==> src/hdl/b2da_pkg.sv <==
// Shared widths, character codes, and control structs for the binary to decimal ASCII converter.
package b2da_pkg;

  localparam int WORD_BITS   = 32;
  // Decimal digits needed for the largest unsigned word: floor(WORD_BITS * log10(2)) + 1.
  localparam int DIGITS      = (WORD_BITS * 30103) / 100000 + 1;
  localparam int BCD_BITS    = 4 * DIGITS;
  localparam int BIT_CNT_W   = $clog2(WORD_BITS + 1);
  localparam int DIG_CNT_W   = $clog2(DIGITS + 1);

  localparam logic [7:0] CHAR_ZERO  = 8'd48;
  localparam logic [7:0] CHAR_MINUS = 8'd45;

  typedef logic [WORD_BITS-1:0] word_t;
  typedef logic [BCD_BITS-1:0]  bcd_t;

  // Commands from the controller to the datapath.
  typedef struct packed {
    logic take;        // input side may accept a beat
    logic dabble;      // one shift-add-3 step
    logic skip;        // drop a leading zero digit
    logic emit_sign;   // place '-' in the output register
    logic emit_digit;  // place the top digit in the output register
  } cmd_t;

  // Status from the datapath to the controller.
  typedef struct packed {
    logic in_valid;
    logic neg;
    logic bit_last;
    logic top_zero;
    logic dig_last;
    logic out_free;
  } status_t;

  // Double dabble correction of one BCD digit before the shift.
  function automatic logic [3:0] add3(input logic [3:0] digit);
    logic [3:0] res;
    res = (digit >= 4'd5) ? (digit + 4'd3) : digit;
    return res;
  endfunction

endpackage

==> src/hdl/b2da_intf.sv <==
// Valid/ready channel interfaces for words in, characters out, and the mode register.
interface b2da_word_if;
  logic               valid;
  logic               ready;
  b2da_pkg::word_t    value_bits;
  modport source (output valid, output value_bits, input ready);
  modport sink   (input valid, input value_bits, output ready);
endinterface

interface b2da_char_if;
  logic       valid;
  logic       ready;
  logic [7:0] char_code;
  logic       last_char;
  modport source (output valid, output char_code, output last_char, input ready);
  modport sink   (input valid, input char_code, input last_char, output ready);
endinterface

interface b2da_cfg_if;
  logic valid;
  logic ready;
  logic signed_mode;
  modport source (output valid, output signed_mode, input ready);
  modport sink   (input valid, input signed_mode, output ready);
endinterface

==> src/hdl/b2da_dp.sv <==
// Datapath: mode register, magnitude and BCD shift registers, counters, and output register.
module b2da_dp (
  input  logic                clk_i,
  input  logic                rst_ni,
  input  b2da_pkg::cmd_t      cmd_i,
  output b2da_pkg::status_t   status_o,
  b2da_word_if.sink           value_i,
  b2da_char_if.source         char_o,
  b2da_cfg_if.sink            cfg_i
);

  logic                            signed_mode_q;
  b2da_pkg::word_t                 mag_q, mag_d;
  b2da_pkg::bcd_t                  bcd_q, bcd_adj;
  logic                            neg_q, neg_d;
  logic [b2da_pkg::BIT_CNT_W-1:0]  bit_cnt_q;
  logic [b2da_pkg::DIG_CNT_W-1:0]  dig_cnt_q;
  logic                            out_valid_q;
  logic [7:0]                      char_q;
  logic                            last_q;
  logic [3:0]                      top_digit;
  logic                            load;
  logic                            out_free;

  assign cfg_i.ready   = 1'b1;
  assign value_i.ready = cmd_i.take;
  assign load          = cmd_i.take && value_i.valid;

  assign neg_d = signed_mode_q && value_i.value_bits[b2da_pkg::WORD_BITS-1];
  assign mag_d = neg_d ? (~value_i.value_bits + {{(b2da_pkg::WORD_BITS-1){1'b0}}, 1'b1})
                       : value_i.value_bits;

  always_comb begin
    for (int i = 0; i < b2da_pkg::DIGITS; i++) begin
      bcd_adj[4*i +: 4] = b2da_pkg::add3(bcd_q[4*i +: 4]);
    end
  end

  assign top_digit = bcd_q[b2da_pkg::BCD_BITS-1 -: 4];
  assign out_free  = !out_valid_q || char_o.ready;

  assign status_o.in_valid = value_i.valid;
  assign status_o.neg      = neg_q;
  assign status_o.bit_last = (bit_cnt_q == b2da_pkg::BIT_CNT_W'(1));
  assign status_o.top_zero = (top_digit == 4'd0);
  assign status_o.dig_last = (dig_cnt_q == b2da_pkg::DIG_CNT_W'(1));
  assign status_o.out_free = out_free;

  always_ff @(posedge clk_i or negedge rst_ni) begin
    if (!rst_ni) begin
      signed_mode_q <= 1'b1;
      bit_cnt_q     <= '0;
      dig_cnt_q     <= '0;
      out_valid_q   <= 1'b0;
    end else begin
      if (cfg_i.valid) begin
        signed_mode_q <= cfg_i.signed_mode;
      end
      if (load) begin
        bit_cnt_q <= b2da_pkg::BIT_CNT_W'(b2da_pkg::WORD_BITS);
        dig_cnt_q <= b2da_pkg::DIG_CNT_W'(b2da_pkg::DIGITS);
      end else if (cmd_i.dabble) begin
        bit_cnt_q <= bit_cnt_q - b2da_pkg::BIT_CNT_W'(1);
      end else if (cmd_i.skip || cmd_i.emit_digit) begin
        dig_cnt_q <= dig_cnt_q - b2da_pkg::DIG_CNT_W'(1);
      end
      if (cmd_i.emit_sign || cmd_i.emit_digit) begin
        out_valid_q <= 1'b1;
      end else if (char_o.ready) begin
        out_valid_q <= 1'b0;
      end
    end
  end

  // Payload registers carry no reset.
  always_ff @(posedge clk_i) begin
    if (load) begin
      mag_q <= mag_d;
      neg_q <= neg_d;
      bcd_q <= '0;
    end else if (cmd_i.dabble) begin
      mag_q <= {mag_q[b2da_pkg::WORD_BITS-2:0], 1'b0};
      bcd_q <= {bcd_adj[b2da_pkg::BCD_BITS-2:0], mag_q[b2da_pkg::WORD_BITS-1]};
    end else if (cmd_i.skip || cmd_i.emit_digit) begin
      bcd_q <= {bcd_q[b2da_pkg::BCD_BITS-5:0], 4'd0};
    end
    if (cmd_i.emit_sign) begin
      char_q <= b2da_pkg::CHAR_MINUS;
      last_q <= 1'b0;
    end else if (cmd_i.emit_digit) begin
      char_q <= b2da_pkg::CHAR_ZERO + {4'd0, top_digit};
      last_q <= status_o.dig_last;
    end
  end

  assign char_o.valid     = out_valid_q;
  assign char_o.char_code = char_q;
  assign char_o.last_char = last_q;

`ifndef NO_ASSERTIONS
  a_emit_free: assert property (@(posedge clk_i) disable iff (!rst_ni)
    (cmd_i.emit_sign || cmd_i.emit_digit) |-> out_free)
    else $error("character placed while the output register is occupied");

  a_digit_range: assert property (@(posedge clk_i) disable iff (!rst_ni)
    cmd_i.emit_digit |-> (top_digit <= 4'd9))
    else $error("emitted BCD digit is not decimal");

  a_digit_count: assert property (@(posedge clk_i) disable iff (!rst_ni)
    (cmd_i.emit_digit || cmd_i.skip) |-> (dig_cnt_q != '0))
    else $error("digit counter exhausted");
`endif

endmodule

==> src/hdl/b2da_ctrl.sv <==
// Controller: sequences load, conversion, leading zero removal, and character emission.
module b2da_ctrl (
  input  logic                clk_i,
  input  logic                rst_ni,
  input  b2da_pkg::status_t   status_i,
  output b2da_pkg::cmd_t      cmd_o
);

  typedef enum logic [2:0] {
    ST_IDLE,
    ST_CONVERT,
    ST_SKIP,
    ST_SIGN,
    ST_EMIT
  } state_e;

  state_e state_q, state_d;

  always_comb begin
    cmd_o   = '0;
    state_d = state_q;
    unique case (state_q)
      ST_IDLE: begin
        cmd_o.take = 1'b1;
        if (status_i.in_valid) begin
          state_d = ST_CONVERT;
        end
      end
      ST_CONVERT: begin
        cmd_o.dabble = 1'b1;
        if (status_i.bit_last) begin
          state_d = ST_SKIP;
        end
      end
      ST_SKIP: begin
        // A lone zero digit is kept so that zero prints as "0".
        if (status_i.top_zero && !status_i.dig_last) begin
          cmd_o.skip = 1'b1;
        end else begin
          state_d = status_i.neg ? ST_SIGN : ST_EMIT;
        end
      end
      ST_SIGN: begin
        if (status_i.out_free) begin
          cmd_o.emit_sign = 1'b1;
          state_d         = ST_EMIT;
        end
      end
      ST_EMIT: begin
        if (status_i.out_free) begin
          cmd_o.emit_digit = 1'b1;
          if (status_i.dig_last) begin
            state_d = ST_IDLE;
          end
        end
      end
      default: begin
        state_d = ST_IDLE;
      end
    endcase
  end

  always_ff @(posedge clk_i or negedge rst_ni) begin
    if (!rst_ni) begin
      state_q <= ST_IDLE;
    end else begin
      state_q <= state_d;
    end
  end

`ifndef NO_ASSERTIONS
  a_one_cmd: assert property (@(posedge clk_i) disable iff (!rst_ni)
    $onehot0({cmd_o.take, cmd_o.dabble, cmd_o.skip, cmd_o.emit_sign, cmd_o.emit_digit}))
    else $error("more than one datapath command at once");

  a_convert_len: assert property (@(posedge clk_i) disable iff (!rst_ni)
    (state_q == ST_SKIP && $past(state_q) == ST_CONVERT) |-> $past(status_i.bit_last))
    else $error("conversion left before all bits were shifted");
`endif

endmodule

==> src/hdl/binary_to_decimal_ascii_core.sv <==
// Top level of the binary to decimal ASCII converter.
//
//   Channel   Dir   Payload                       Beat
//   value_i   in    value_bits[31:0]              one word to convert
//   char_o    out   char_code[7:0], last_char     one ASCII character
//   cfg_i     in    signed_mode                   write of the mode register
//
// A word is accepted, converted by double dabble a bit at a time, stripped of its
// leading zero digits but the last, then emitted as an optional '-' and its digits.
// A new word is accepted only in the idle state, which follows the last digit;
// the output register lets the last character wait while the next word enters.
// Output back-pressure holds the sequencer in its emit states.
// Reset sets signed mode and clears the sequencer and the output valid.
module binary_to_decimal_ascii_core (
  input  logic         clk_i,
  input  logic         rst_ni,
  b2da_word_if.sink    value_i,
  b2da_char_if.source  char_o,
  b2da_cfg_if.sink     cfg_i
);

  b2da_pkg::cmd_t    cmd;
  b2da_pkg::status_t status;

  b2da_ctrl u_ctrl (
    .clk_i    (clk_i),
    .rst_ni   (rst_ni),
    .status_i (status),
    .cmd_o    (cmd)
  );

  b2da_dp u_dp (
    .clk_i    (clk_i),
    .rst_ni   (rst_ni),
    .cmd_i    (cmd),
    .status_o (status),
    .value_i  (value_i),
    .char_o   (char_o),
    .cfg_i    (cfg_i)
  );

endmodule

==> src/flat_wrapper.sv <==
// flat-port wrapper written by rule: the top's interface ports become plain ports
module binary_to_decimal_ascii_core_flat 
  (clk_i, rst_ni, value_i_valid, value_i_value_bits, value_i_ready, char_o_valid, char_o_char_code, char_o_last_char, char_o_ready, cfg_i_valid, cfg_i_signed_mode, cfg_i_ready);
  b2da_word_if value_i_i ();
  b2da_char_if char_o_i ();
  b2da_cfg_if cfg_i_i ();
  input  logic clk_i;
  input  logic rst_ni;
  input wire logic [$bits(value_i_i.valid)-1:0] value_i_valid;
  input wire logic [$bits(value_i_i.value_bits)-1:0] value_i_value_bits;
  output wire logic [$bits(value_i_i.ready)-1:0] value_i_ready;
  output wire logic [$bits(char_o_i.valid)-1:0] char_o_valid;
  output wire logic [$bits(char_o_i.char_code)-1:0] char_o_char_code;
  output wire logic [$bits(char_o_i.last_char)-1:0] char_o_last_char;
  input wire logic [$bits(char_o_i.ready)-1:0] char_o_ready;
  input wire logic [$bits(cfg_i_i.valid)-1:0] cfg_i_valid;
  input wire logic [$bits(cfg_i_i.signed_mode)-1:0] cfg_i_signed_mode;
  output wire logic [$bits(cfg_i_i.ready)-1:0] cfg_i_ready;
  assign value_i_i.valid = value_i_valid;
  assign value_i_i.value_bits = value_i_value_bits;
  assign value_i_ready = value_i_i.ready;
  assign char_o_valid = char_o_i.valid;
  assign char_o_char_code = char_o_i.char_code;
  assign char_o_last_char = char_o_i.last_char;
  assign char_o_i.ready = char_o_ready;
  assign cfg_i_i.valid = cfg_i_valid;
  assign cfg_i_i.signed_mode = cfg_i_signed_mode;
  assign cfg_i_ready = cfg_i_i.ready;
  binary_to_decimal_ascii_core u_core (.clk_i(clk_i), .rst_ni(rst_ni), .value_i(value_i_i), .char_o(char_o_i), .cfg_i(cfg_i_i));
endmodule
==> config.mk <==
export PLATFORM = sky130hd
export DESIGN_NAME = binary_to_decimal_ascii_core_flat
export DESIGN_NICKNAME = d
export VERILOG_FILES = /design/src/hdl/b2da_pkg.sv /design/src/hdl/b2da_intf.sv /design/src/hdl/b2da_dp.sv /design/src/hdl/b2da_ctrl.sv /design/src/hdl/binary_to_decimal_ascii_core.sv /design/src/flat_wrapper.sv
export SDC_FILE = /design/constraint.sdc
export NUM_CORES = 1
export LEC_CHECK = 0
export BUFFER_PORTS_ARGS = -buffer_cell sky130_fd_sc_hd__buf_2
export CORE_ASPECT_RATIO = 1.75
export CORE_MARGIN = 5
export CORE_UTILIZATION = 57
export CTS_BUF_LIST = sky130_fd_sc_hd__clkbuf_2 sky130_fd_sc_hd__clkbuf_4 sky130_fd_sc_hd__clkbuf_8
export DETAILED_ROUTE_END_ITERATION = 16
export PLACE_DENSITY_LB_ADDON = 0.05
export RECOVER_POWER = 25
export SETUP_SLACK_MARGIN = 0.02
export SYNTH_ARGS = -nofsm -noshare
export SYNTH_HDL_FRONTEND = slang
export SYNTH_HIERARCHICAL = 1
export SYNTH_SLANG_ARGS = --single-unit
export TNS_END_PERCENT = 10
==> constraint.sdc <==
create_clock -name clk_i -period 6.07 [get_ports clk_i]
set_input_delay 1.214 -clock clk_i [delete_from_list [all_inputs] [get_ports clk_i]]
set_output_delay 1.214 -clock clk_i [all_outputs]
set_load 0.03 [all_outputs]
==> out/summary.txt, run 1 <==
status: finished with violations
failing checks: max-capacitance violations, max-slew violations
worst setup margin: 2.304 ns
Final Skew: 0.008788 ns
worst hold start: u_core/u_dp/char_o.char_code[4]
Final period util: 62.04%
Mapped Avg Cell Area: 8.770 µm²
detailed placement HPWL: 8.451 mm
worst min path class: reg2reg
Max Clk Rate: 265.5 MHz
TritonCTS Sinks: 94
GRT Util Overall: 20.11%
post-CTS resize count: 0
# rows: 48
CTS Hold Buffers Added: 0
Crit path required time: 6.20 ns
Final Hold Viols: 0
CTS Root Buffer Type: clkbuf_8
final core occ: 61.59%
number of synthesized flops with an enable pin: 33
post-synth top area share: 17.38%
ant diodes: 0
core area: 0.009849 mm²
FF+latch count, synth: 94
clock latency on the worst-skew pair: 0.37 ns
dominant synthesized flop cell: dfxtp_1
fin. max-slew vios: 65
FFs w/ async S/R, synth: 15.96%
layout cells sized above 1: 10.98%
worst setup path class: in2reg
r2r startpoint: u_core/u_ctrl/state_q[2]
top cells by count, synth: o21ai_0, nor2_1, a21oi_1, nand2_1, dfxtp_1
worst hold slack: 0.4865 ns
initial antenna violation count: 0
Worst setup SP type: input port
final non-filler cell total: 799
initial DRC count: 260
Num CTS Buffers: 9
largest net degree at the start of global routing: 90
CTS tree: done
Area Growth Syn to Fin: 6.409%
Vias per Instance: 5.760
first-pass GRT wire length: 20.15 mm
CTS max path bufs: 2
grt total ovfl: 0
Synth Cell Area: 0.005700 mm²
setup tns final: 0 ns
I/O pins: 50
routed length per instance: 14.90 µm
htree depth: 3
NetSw: 1.247 mW
Worst VDD drop: 248.8 µV
Clock Power Share: 13.0%
slew margin rel.: -58.86%
CP max FO: 39
postcts setup bufs: 0
Die Span X: 85.60 µm
sequential area share after synthesis: 40.14%
Reg area: 0.002288 mm²
Nets: 732
Max-Cap Viols: 1
power share of the combinational group: 46.3%
dpl cells: 783
Worst Path Arrival: 3.90 ns
PwrDens: 490.6 mW/mm²
min Tclk post-route: 3.766 ns
largest cells by area after synthesis: edfxtp_1, dfxtp_1, dfrtp_1
top-count cell post-synth: o21ai_0
sw frac: 41.92%
Initial Utilization: 57.88%
routed via count: 4602
sequential share of power: 40.7%
worst slack, placed: 2.510 ns
area occupied by multi-input gates: 0.003075 mm²
Routed Wire Length: 11.91 mm
reg-to-reg slack, setup: 2.66 ns
PortBufs: 45
RSZ-0062 raised after global routing: no
DIE AREA: 0.01218 mm²
dominant cell type by area after synthesis: edfxtp_1
Pre-antenna DRT Iters: 4
Yosys cell types: 62
Slew @ Worst Pin: 2.383 ns
Mapped Cells: 650
CP endpoint kind: flip-flop
Critical Path Start: char_o_ready
Placer Congestion: 0.8510
Fillers: 884
drc violations: 0
Detail Route Antenna Nets: 0
vias in the first global route: 4552
DIE HEIGHT: 142.3 µm
Internal Power: 1.728 mW
Leak: 2.363 nW
Clock transition at path regs: 0.09 ns
final setup fails: 0
Ys Warns: 6
critical path: stages:
cell	delay, ns
buf_2	0.07
nand2b_1	0.15
nor4b_1	0.25
clkbuf_1	0.54
nor2_4	0.22
buf_4	0.31
nor2_1	0.77
and3_1	0.28
o21ai_0	0.08
cell type report:
type | instances | share of cell area, %
Multi-Input combinational cell | 480 | 50.70
Sequential cell | 94 | 37.73
Timing Repair Buffer | 51 | 4.125
Tap cell | 125 | 2.578
Clock buffer | 12 | 2.475
Inverter | 33 | 2.042
Clock inverter | 4 | 0.3507
path summary, 6_finish.rpt:
path,to,depth (start not counted)
max,u_core/u_dp/dig_cnt_q[3],9
min,u_core/u_dp/char_o.char_code[4],2
min reg2reg,u_core/u_dp/char_o.char_code[4],2
max in group asynchronous,u_core/u_ctrl/state_q[2],1
min in group asynchronous,u_core/u_dp/bit_cnt_q[3],1
max reg2reg,u_core/u_dp/dig_cnt_q[3],8
state kept, by name, indices dropped and copies added, names as in the netlist, 3 cells and up:
signal	count
u_core/u_ctrl/state_q	3
u_core/u_dp/bcd_q	40
u_core/u_dp/bit_cnt_q	6
u_core/u_dp/char_o.char_code	5
u_core/u_dp/dig_cnt_q	4
u_core/u_dp/mag_q	32
cell usage in the layout (no fill, tap or decap), drive strengths merged, types with 2 or more instances in the layout:
cell type	n
nor3	10
dfxtp	46
o31ai	2
a211o	3
a21o	2
or3	3
ha	25
xnor2	34
edfxtp	33
mux2i	3
nor2b	13
mux2	3
o41ai	3
nand3b	4
a21oi	53
or4	6
nor2	59
a31oi	8
nor4	8
a211oi	40
conb	4
clkinv	4
xor2	11
nand2b	13
inv	33
a32oi	9
nand3	2
o21ai	71
nor3b	24
buf	39
clkbuf	24
and3	2
nand2	53
o211ai	2
dfrtp	14
power groups by stage:
stage / clock [mW] / combinational [mW] / sequential [mW]
2_1_floorplan: 0 / 1.11 / 1.20
3_3_place_gp: 0 / 1.35 / 1.22
3_5_place_dp: 0 / 1.40 / 1.22
4_1_cts: 0.396 / 1.41 / 1.21
5_1_grt: 0.424 / 1.58 / 1.25
6_report: 0.385 / 1.38 / 1.21
cell families after synthesis:
| family | count (synthesis) | share of synthesized area, % |
|---|---|---|
| DFF | 94 | 40.14 |
| AOI/OAI and AO/OA | 197 | 21.36 |
| muxes | 6 | 1.185 |
| adders and majority gates | 25 | 5.487 |
| and+or+nand+nor | 203 | 18.81 |
| other | 2 | 0.1317 |
| buffers and inverters | 78 | 5.970 |
| xor gates and xnor gates | 45 | 6.914 |
through the flow:
step | cell area, µm² | power, mW
final | 6066 | 2.976
after detailed placement | 5939 | 2.626
after global placement | 5939 | 2.571
after floorplan | 5708 | 2.310
after global routing | 6066 | 3.256
after CTS | 6111 | 3.013
layer usage:
| metal | share of wire (%) | GRT usage [%] | vias up | wire length (µm) |
|---|---|---|---|---|
| met5 | 0 | 0 | - | 0 |
| li1 | - | - | 2335 | - |
| met3 | 2.9 | 3.708 | 13 | 345 |
| met1 | 42 | 22.71 | 2191 | 4989 |
| met2 | 54 | 36.93 | 63 | 6373 |
| met4 | 1.7 | 7.673 | 0 | 197 |
No activity file was read; power rests on OpenSTA's default activity.
==> run 2, diff against run 1 <==
--- a/config.mk
+++ b/config.mk
@@ -8,7 +8,7 @@
 export BUFFER_PORTS_ARGS = -buffer_cell sky130_fd_sc_hd__buf_2
 export CORE_ASPECT_RATIO = 1.75
 export CORE_MARGIN = 5
-export CORE_UTILIZATION = 57
+export CORE_UTILIZATION = 56
 export CTS_BUF_LIST = sky130_fd_sc_hd__clkbuf_2 sky130_fd_sc_hd__clkbuf_4 sky130_fd_sc_hd__clkbuf_8
 export DETAILED_ROUTE_END_ITERATION = 16
 export PLACE_DENSITY_LB_ADDON = 0.05
==> constraint.sdc (replaced) <==
create_clock -name clk_i -period 3.2 [get_ports clk_i]
set_input_delay 0.64 -clock clk_i [delete_from_list [all_inputs] [get_ports clk_i]]
set_output_delay 0.64 -clock clk_i [all_outputs]
set_load 0.03 [all_outputs]
==> run 2 against run 1 <==
  * Flip-flop and latch count did not move
  * Die area up 1.6%
  * Clock skew up 0.0026 ns
  * The flow now finishes without violations
  * Non-clock buffer count increased by 10
  * Highest routed layer unchanged
  * Hold slack worse by 0.12 ns
  * Via count increased by 1.0%
  * Global-route usage is 0.11 points lower
  * Clock power rose by 99%
  * Critical path type is now reg2reg
  * Combinational power increased by 93%
  * Largest power group unchanged
==> out/summary.txt, run 2 (synthesis gave the netlist of run 1 again) <==
Vias per Instance: 5.745
drc violations: 0
DIE HEIGHT: 143.5 µm
CTS tree: done
Die Span X: 86.27 µm
vias in the first global route: 4635
routed via count: 4648
Worst VDD drop: 436.7 µV
# rows: 48
final setup fails: 0
DIE AREA: 0.01238 mm²
PwrDens: 927.2 mW/mm²
postcts setup bufs: 0
Nets: 742
RSZ-0062 raised after global routing: no
Detail Route Antenna Nets: 0
setup tns final: 0 ns
Worst setup SP type: flip-flop
Initial Utilization: 57.53%
largest net degree at the start of global routing: 90
Routed Wire Length: 11.85 mm
Pre-antenna DRT Iters: 5
worst setup path class: reg2reg
commonest non-fill, non-tap cell in the layout: o21ai_0
CP endpoint kind: flip-flop
ant diodes: 0
layout cells sized above 1: 11.84%
Num CTS Buffers: 9
Placer Congestion: 0.8104
PortBufs: 45
initial DRC count: 256
clock latency on the worst-skew pair: 0.36 ns
Final Skew: 0.01137 ns
slew margin rel.: 27.52%
routed length per instance: 14.65 µm
most frequent cells in the layout: o21ai_0, nor2_1, a21oi_1, nand2_1, dfxtp_1
I/O pins: 50
CTS max path bufs: 2
Fillers: 915
CTS Root Buffer Type: clkbuf_8
Leak: 2.406 nW
CTS Hold Buffers Added: 0
Worst Path Arrival: 2.78 ns
min Tclk post-route: 2.520 ns
status: completed
Final Hold Viols: 0
Clock transition at path regs: 0.09 ns
CP max FO: 12
Largest regs: u_core/u_dp/bcd_q x40, u_core/u_dp/mag_q x32, u_core/u_dp/bit_cnt_q x6
Biggest register: u_core/u_dp/bcd_q
Slew @ Worst Pin: 1.087 ns
GRT Util Overall: 20.00%
worst min path class: in2async
Crit path required time: 3.46 ns
fin. max-slew vios: 0
Max-Cap Viols: 0
core area: 0.009910 mm²
detailed placement HPWL: 8.645 mm
post-CTS resize count: 0
initial antenna violation count: 0
Final period util: 78.74%
TritonCTS Sinks: 94
htree depth: 3
Max Clk Rate: 396.9 MHz
first-pass GRT wire length: 20.33 mm
Largest register FFs: 40
grt total ovfl: 0
Area Growth Syn to Fin: 8.209%
final core occ: 62.25%
-- run 2: cell count changes in the layout (fill, tap and decap cells not counted), sizes merged --
cell	change
inv	-1
clkinvlp	+3
clkbuf	-3
buf	+10
bufinv	+1
-- run 2: metrics by stage --
step                std cells  setup slack [ns]  cell area [µm²]  hold slack (ns)  total power, mW
floorplan                 652            0.4795             5708           0.3444            4.382
global placement          793            0.5010             6027           0.4438            4.910
detailed placement        793            0.4416             6027           0.4653            5.039
CTS                       809            0.7957             6216           0.1700            5.820
global route              809            0.3781             6168           0.4245            6.256
finish                    809            0.6803             6168           0.3657            5.719
-- run 2: final timing paths --
check | start | to | slack (ns) | cells past startpoint
min in group clk_i | u_core/u_dp/char_o.char_code[4] | u_core/u_dp/char_o.char_code[4] | 0.49 | 2
worst max register to register | u_core/u_ctrl/state_q[2] | u_core/u_dp/char_o.char_code[2] | 0.68 | 5
max in group asynchronous | rst_ni | u_core/u_dp/bit_cnt_q[1] | 2.28 | 1
worst max-delay path | u_core/u_ctrl/state_q[2] | u_core/u_dp/char_o.char_code[2] | 0.68 | 5
worst min-delay path | rst_ni | u_core/u_ctrl/state_q[0] | 0.37 | 1
worst min register to register | u_core/u_dp/char_o.char_code[4] | u_core/u_dp/char_o.char_code[4] | 0.49 | 2
-- run 2: critical path, cell delays in order, from the launching register on --
cell      delay [ns]
dfrtp_1         0.57
inv_1           0.10
nor4b_1         0.85
clkbuf_1        0.52
nor2b_1         0.12
a211o_1         0.25
-- run 2: layout make-up --
class                   instances  area, µm²  area share (%)
clock buffers                   9      123.9           2.008
clock inverters                 7      65.06           1.055
inverters                      33      123.9           2.008
multi-input cells             480       3075           49.86
flip-flops and latches         94       2288           37.10
well taps                     125      156.4           2.535
repair buffers                 61      335.3           5.436
-- run 2: layer usage --
| layer | up-vias | wire length, µm | track usage [%] |
|---|---|---|---|
| met3 | 15 | 336 | 3.213 |
| met2 | 69 | 6485 | 38.19 |
| met4 | 0 | 201 | 7.307 |
| met1 | 2203 | 4825 | 21.76 |
| met5 | - | 0 | 0 |
| li1 | 2361 | - | - |
-- run 2: where the power goes --
group	internal (mW)	total (mW)	leakage [nW]	switching [mW]
clock network	0.354	0.766	0.0863	0.412
registers	1.91	2.30	0.900	0.388
logic	1.09	2.66	1.42	1.57
total	3.35	5.72	2.41	2.37
